## config.mk

```make
export PLATFORM = sky130hd
export DESIGN_NAME = b36fmt_ctrl
export DESIGN_NICKNAME = d
export VERILOG_FILES = /design/src/b36fmt_pkg.sv /design/src/b36fmt_ctrl.sv
export SDC_FILE = /design/constraint.sdc
export NUM_CORES = 1
export LEC_CHECK = 0
export BUFFER_PORTS_ARGS = -buffer_cell sky130_fd_sc_hd__buf_2
export CAP_MARGIN = 20
export CORE_AREA = 5 5 42 44
export DETAILED_ROUTE_END_ITERATION = 8
export DIE_AREA = 0 0 47 49
export GPL_TIMING_DRIVEN = 0
export SLEW_MARGIN = 20
export SYNTH_ARGS = -nofsm -noshare
export SYNTH_HDL_FRONTEND = slang
export SYNTH_SLANG_ARGS = --single-unit
```

## constraint.sdc

```tcl
create_clock -name i_clk -period 2.18 [get_ports i_clk]
set_input_delay 0 -clock i_clk [delete_from_list [all_inputs] [get_ports i_clk]]
set_output_delay 0 -clock i_clk [all_outputs]
set_load 0.005 [all_outputs]
```

## src/b36fmt_pkg.sv

```systemverilog
package b36fmt_pkg;

    localparam int DIGIT_SLOTS  = 6;
    localparam int DIGIT_IDX_W  = 3;
    localparam int DIGIT_W      = 6;
    localparam int VALUE_W      = 31;
    localparam int CHAR_W       = 7;
    localparam int PAD_W        = 5;
    localparam int MAX_PAD_DEF  = 16;
    localparam int APB_ADDR_W   = 3;
    localparam int APB_DATA_W   = 32;

    localparam logic [PAD_W-1:0] PAD_RESET = 5'd4;

    // Register index of pad_length
    localparam logic REG_PAD_LENGTH = 1'b0;

    // ceil(2^33 / 9): x / 9 == (x * RECIP9) >> 33 for any x below 2^32
    localparam logic [29:0] RECIP9 = 30'h38E3_8E39;
    localparam int          RECIP_SHIFT = 33;

    localparam logic [CHAR_W-1:0] CHAR_ZERO   = 7'h30;
    localparam logic [CHAR_W-1:0] CHAR_LETTER = 7'h37;  // 'A' - 10

    typedef struct packed {
        logic load;
        logic div_step;
        logic emit_step;
    } t_dp_cmd;

    typedef struct packed {
        logic div_last;
        logic emit_last;
    } t_dp_status;

    typedef enum logic [2:0] {
        ST_IDLE = 3'b001,
        ST_DIV  = 3'b010,
        ST_EMIT = 3'b100
    } t_state;

    // Map a base-36 digit to its ASCII symbol
    function automatic logic [CHAR_W-1:0] f_symbol(input logic [DIGIT_W-1:0] digit);
        logic [CHAR_W-1:0] d;
        d = {1'b0, digit};
        if (digit < 6'd10) begin
            f_symbol = CHAR_ZERO + d;
        end else begin
            f_symbol = CHAR_LETTER + d;
        end
    endfunction

endpackage

```

## src/b36fmt_ctrl.sv

```systemverilog
module b36fmt_ctrl (
    input  logic                  i_clk,
    input  logic                  i_rst_n,
    input  logic                  i_start,
    input  b36fmt_pkg::t_dp_status i_status,
    output b36fmt_pkg::t_dp_cmd   o_cmd,
    output logic                  o_busy
);
    import b36fmt_pkg::*;

    t_state r_state;
    t_state n_state;

    always_comb begin
        n_state = r_state;
        unique case (r_state)
            ST_IDLE: begin
                if (i_start) begin
                    n_state = ST_DIV;
                end
            end
            ST_DIV: begin
                if (i_status.div_last) begin
                    n_state = ST_EMIT;
                end
            end
            ST_EMIT: begin
                if (i_status.emit_last) begin
                    n_state = ST_IDLE;
                end
            end
            default: n_state = ST_IDLE;
        endcase
    end

    always_ff @(posedge i_clk) begin
        if (!i_rst_n) begin
            r_state <= ST_IDLE;
        end else begin
            r_state <= n_state;
        end
    end

    assign o_busy         = (r_state != ST_IDLE);
    assign o_cmd.load     = (r_state == ST_IDLE) && i_start;
    assign o_cmd.div_step = (r_state == ST_DIV);
    assign o_cmd.emit_step = (r_state == ST_EMIT);

endmodule

```

==> results.cfg, run 1 <==
[finish]
largest_reg_flops = 3
final_layout_size_suffix_gt1_share_pct = 40.00
layout.nets = 41
final_cell_mix = buf_2, nor2_1, nand2b_1, clkbuf_4, dfxtp_1
area_growth_pct = 50.99
final_common_cell = buf_2
largest_register = r_state
final_area_sq_um = 285.3
nFillCells = 164
top_regs = r_state (3)
antenna_cells = 0

[power]
p_sw_w = 0.00004482
powerDensity_nw_per_um2 = 672.2
power_frac_clock_pct = 49.6
pwr-share-comb_pct = 17.9
cell_internal_pwr_w = 0.0001470
irDropWorstVdd_v = 0.0001437
seq_power_share_pct = 32.5
netSwitchingFraction_pct = 23.37
p_leak_nw = 0.1216

[floorplan]
coreArea_sq_um = 1401
die_x_um = 47
chipHeight_um = 49
initial_core_util_pct = 13.48
dieArea_sq_um = 2303
num_rows = 14
io_pins = 9

[clock_network]
clkTransAtPathRegs_ns = 0.04
cts.root.buffer_cell = clkbuf_4
ctsResizeCount = 0
cts_buffer_depth = 2
cts_buffers = 3
clock_latency_ns = 0.23
cts_tree = done
cts_max_level = 1
clock-sinks = 3

[yosys]
synth_top_family_by_area = simple AND/OR/NAND/NOR gates
synth_nets = 27
synth_cell_types = 14
synth_area_leaders = dfxtp_1, nand2b_1, or3b_1
yosys.area_share.simple_pct = 42.38
synth_compound_area_share_pct = 19.87
synth_top_area_share_pct = 31.79
yosysSeqAreaShare_pct = 31.79
synth_seq_cells = 3
yosysTopAreaCell = dfxtp_1
synthMuxAreaShare_pct = 0
syn_inst = 22
syn_area_sq_um = 188.9
synthAdderAreaFrac_pct = 0
yosys_warnings = 0
synth_area_per_cell_sq_um = 8.588
synth_xor_area_share_pct = 0

[setup_path]
crit_type = reg -> out
cp.required_ns = 2.18
crit_slowest_cell = dfxtp_1
critPathLaunchType = flip-flop
cp_max_fo = 9
crit_chain = nor2_1 > and3_1 > buf_2
critPathMaxStageDelay_ns = 0.43
r2r_setup_slack_ns = 1.17
end_kind = output port
cp.arrival_ns = 1.06
path_buf_inv = 1
crit_family = flip-flops

[status]
outcome = complete, no violations

[global_route]
grt_pass1_vias = 219
overflow = 0
antenna_found_initial = 0
grt_pass1_wl_um = 848
grt_use_total_pct = 5.559
grt_max_degree = 11

[sta]
worst_pin_slew_ns = 0.2248
fmax_ghz = 0.9438
setup_violations = 0
rsz0062_at_grt = false
hold_violations = 0
slew_headroom_pct = 84.99
slew_violations = 0
fin_skew_ns = 0.001916
hold-worst-slack_ns = 0.04390
finalCritPeriodShare_pct = 48.60
tns_ns = 0
period_needed_ns = 1.060

[drt]
via_count = 192
drc = 0
detail-route-antenna-nets = 0
drtIter0Drc = 1
first_pass_iters = 4
wl_per_cell_um = 8.765
avgViaCountPerCell = 3.765
wl_um = 447

[placement]
post_dp_cell_area_sq_um = 249.0
place_congestion = 0.7516
port_buffers = 8

[run]
maxCapViolCount = 0

[min_path]
min_path_type = in -> reg
-- routing by layer --
metal / GRT usage [%] / vias to the layer above / wire, um
li1: - / 106 / -
met1: 7.456 / 79 / 235
met2: 5.430 / 7 / 181
met3: 2.214 / 0 / 30
met4: 6.912 / 0 / 0
met5: 0 / - / 0
-- cells in the mapped netlist --
cell,instances
o21ai_0,1
nand3b_1,2
nor2_1,3
a21oi_1,1
dfxtp_1,3
nor3b_1,1
buf_6,1
nand2b_1,3
and3_1,1
o2111ai_1,1
or3b_1,2
a21oi_2,1
a211o_2,1
nand2_1,1
-- stage by stage --
stage	cells	utilization, %	setup WS, ns	total power (W)
global placement	46	17.77	1.176	0.00009570
floorplan	22	-	1.207	0.00008338
detailed placement	46	17.77	1.166	0.00009643
finish	51	20.36	1.120	0.0001918
CTS	51	20.36	1.112	0.0001984
global route	51	20.36	1.023	0.0002107
-- worst paths after layout --
| path | startpoint | endpoint | depth (start not counted) |
|---|---|---|---|
| setup / recovery | r_state[1] | o_cmd[2] | 3 |
| hold / removal | i_status[0] | r_state[2] | 3 |
| setup reg to reg | r_state[1] | r_state[1] | 2 |
| hold reg to reg | r_state[1] | r_state[2] | 2 |
-- worst reg2reg max path: cells and delay by family (launching register included) --
kind	cells	cell delay, ns
and+or+nand+nor	1	0.39
DFF	1	0.43
AOI/OAI and AO/OA	1	0.13
-- power groups by stage --
stage	Combinational (W)	Clock, W	Sequential [W]
after floorplan	0.0000212	0	0.0000622
after global placement	0.0000327	0	0.0000630
after detailed placement	0.0000333	0	0.0000631
after CTS	0.0000346	0.000102	0.0000623
after global routing	0.0000392	0.000108	0.0000630
final	0.0000343	0.0000952	0.0000622
-- cell type report --
cell class                 count  area [sq um]  area share [%]
timing repair buffer           9         50.05           17.54
sequential                     3         60.06           21.05
multi-input combinational     18         117.6           41.23
buffer                         1         11.26           3.947
clock buffer                   4         26.28           9.211
tap                           16         20.02           7.018
-- cell families after synthesis --
logic type | Yosys count
and+or+nand+nor | 13
AOI/OAI and AO/OA | 5
DFF | 3
buffers and inverters | 1
-- timing repair --
item,CTS,global route
hold endpoints to repair,1,0
hold buffers,1,0
setup buffers,0,0
Note: power is estimated with default switching activity, not from simulation.
==> inputs of run 2 (changes only) <==
==> constraint.sdc (replaced) <==
create_clock -name i_clk -period 0.88 [get_ports i_clk]
set_input_delay 0 -clock i_clk [delete_from_list [all_inputs] [get_ports i_clk]]
set_output_delay 0 -clock i_clk [all_outputs]
set_load 0.005 [all_outputs]
==> run 2 against run 1 <==
Net effect:
- the run now ends with negative setup slack left
- critical path depth stayed put
- power rose by 150%
- cell count shrank 2.0%
- combinational power increased by 110%
- first-iteration DRC count increased to 6.0 times the previous value
- flip-flop and latch count unchanged
- largest cell class unchanged
==> results.cfg, run 2 (same netlist as run 1, synthesis figures left out) <==
[min_path]
min_from = i_status[0]
hold_depth = 3
min_path_type = in -> reg
min_to = r_state[2]

[finish]
nFillCells = 167
final_cell_mix = buf_2, nand2b_1, clkbuf_4, dfxtp_4
layout.nets = 40
final_common_cell = buf_2
area_growth_pct = 59.60
final_layout_size_suffix_gt1_share_pct = 55.88
final_cell_count_no_fill = 50
top_regs = r_state (3)
antenna_cells = 0
final_area_sq_um = 301.5
largest_reg_flops = 3
largest_register = r_state

[setup_path]
rr_startpoint = r_state[1]
crit_type = reg -> out
cp.required_ns = 0.88
end_kind = output port
cp_max_fo = 9
reg2reg_depth = 2
critPathLaunchType = flip-flop
rr_endpoint = r_state[1]
cp.arrival_ns = 0.95
r2r_setup_slack_ns = -0.07

[global_route]
grt_use_total_pct = 4.715
antenna_found_initial = 0
grt_pass1_wl_um = 738
grt_pass1_vias = 193
overflow = 0
grt_max_degree = 11

[clock_network]
clkTransAtPathRegs_ns = 0.04
cts.root.buffer_cell = clkbuf_4
clock-sinks = 3
cts_buffers = 3
cts_tree = done
cts_max_level = 1
cts_buffer_depth = 2
clock_latency_ns = 0.23
post_cts_buffers = 0

[placement]
port_buffers = 8
numPlacedInstances = 46
dp_slack_ns = -0.1002
post_dp_cell_area_sq_um = 250.2
place_congestion = 0.7405

[sta]
layout_setup_ws_ns = -0.06985
fin_skew_ns = 0.005936
worst_pin_slew_ns = 0.1511
hold_violations = 0
hold-worst-slack_ns = 0.04127
slew_headroom_pct = 89.92
fmax_ghz = 1.053
rsz0062_at_grt = true
period_needed_ns = 0.9499
setup_violations = 5
finalCritPeriodShare_pct = 107.9
slew_violations = 0

[floorplan]
io_pins = 9
num_rows = 14
dieArea_sq_um = 2303
coreArea_sq_um = 1401
chipHeight_um = 49
initial_core_util_pct = 13.48
die_x_um = 47

[power]
total_power_w = 0.0004743
power_frac_clock_pct = 51.1
p_sw_w = 0.0001172
pwr-share-comb_pct = 14.9
p_leak_nw = 0.1211
netSwitchingFraction_pct = 24.70
irDropWorstVdd_v = 0.0003869
cell_internal_pwr_w = 0.0003571
seq_power_share_pct = 34.1
powerDensity_nw_per_um2 = 1573

[drt]
avgViaCountPerCell = 4.080
first_pass_iters = 3
drtIter0Drc = 6
detail-route-antenna-nets = 0
wl_per_cell_um = 9.120
via_count = 204
drc = 0
wl_um = 456

[run]
maxCapViolCount = 0

[status]
violations = negative setup slack
outcome = finished, violations left
## run 2: worst max-delay path by stage
stage	startpoint	to	slack, ns	cells after the start
floorplan	r_state[0]	r_state[1]	-0.05	3
global placement	r_state[1]	r_state[1]	-0.09	2
detailed placement	r_state[1]	r_state[1]	-0.10	2
CTS	r_state[1]	o_cmd[2]	-0.08	3
global route	r_state[1]	o_cmd[0]	-0.12	3
finish	r_state[1]	o_cmd[0]	-0.07	3
## run 2: repair_timing
action | in CTS | in global routing
endpoints found under the setup margin | 7 | 6
hold endpoints to repair | 1 | 0
gates resized for setup | 8 | 1
pin swaps | 2 | 0
hold buffers | 1 | 0
## run 2: per-layer routing
metal / vias up / global-route usage, % / routed length, um
met5: - / 0 / 0
met1: 92 / 5.263 / 209
met4: 0 / 5.530 / 20
met3: 2 / 2.214 / 19
li1: 102 / - / -
met2: 8 / 5.656 / 207
## run 2: critical path: stages, from the launching register on
cell,delay [ns]
dfxtp_4,0.36
nand2b_1,0.16
nor2_1,0.08
buf_2,0.12
## run 2: per-stage QoR
step	TNS (ns)	util, %
floorplan	-0.04870	-
global placement	-0.1275	17.86
detailed placement	-0.1446	17.86
CTS	-0.3065	21.25
global route	-0.5401	21.52
finish	-0.2685	21.52
## run 2: power by group through the flow
| stage | logic (W) | registers, W | clock network, W |
|---|---|---|---|
| after detailed placement | 0.0000827 | 0.000156 | 0 |
| after floorplan | 0.0000529 | 0.000154 | 0 |
| after global placement | 0.0000817 | 0.000156 | 0 |
| after global routing | 0.0000772 | 0.000165 | 0.000262 |
| final | 0.0000705 | 0.000162 | 0.000242 |
| after CTS | 0.0000710 | 0.000162 | 0.000253 |
## run 2: final cells by class
type	instances	area (sq um)	area share, %
sequential	3	71.32	23.65
tap	16	20.02	6.639
clock buffer	4	26.28	8.714
multi-input combinational	18	133.9	44.40
timing repair buffer	9	50.05	16.60
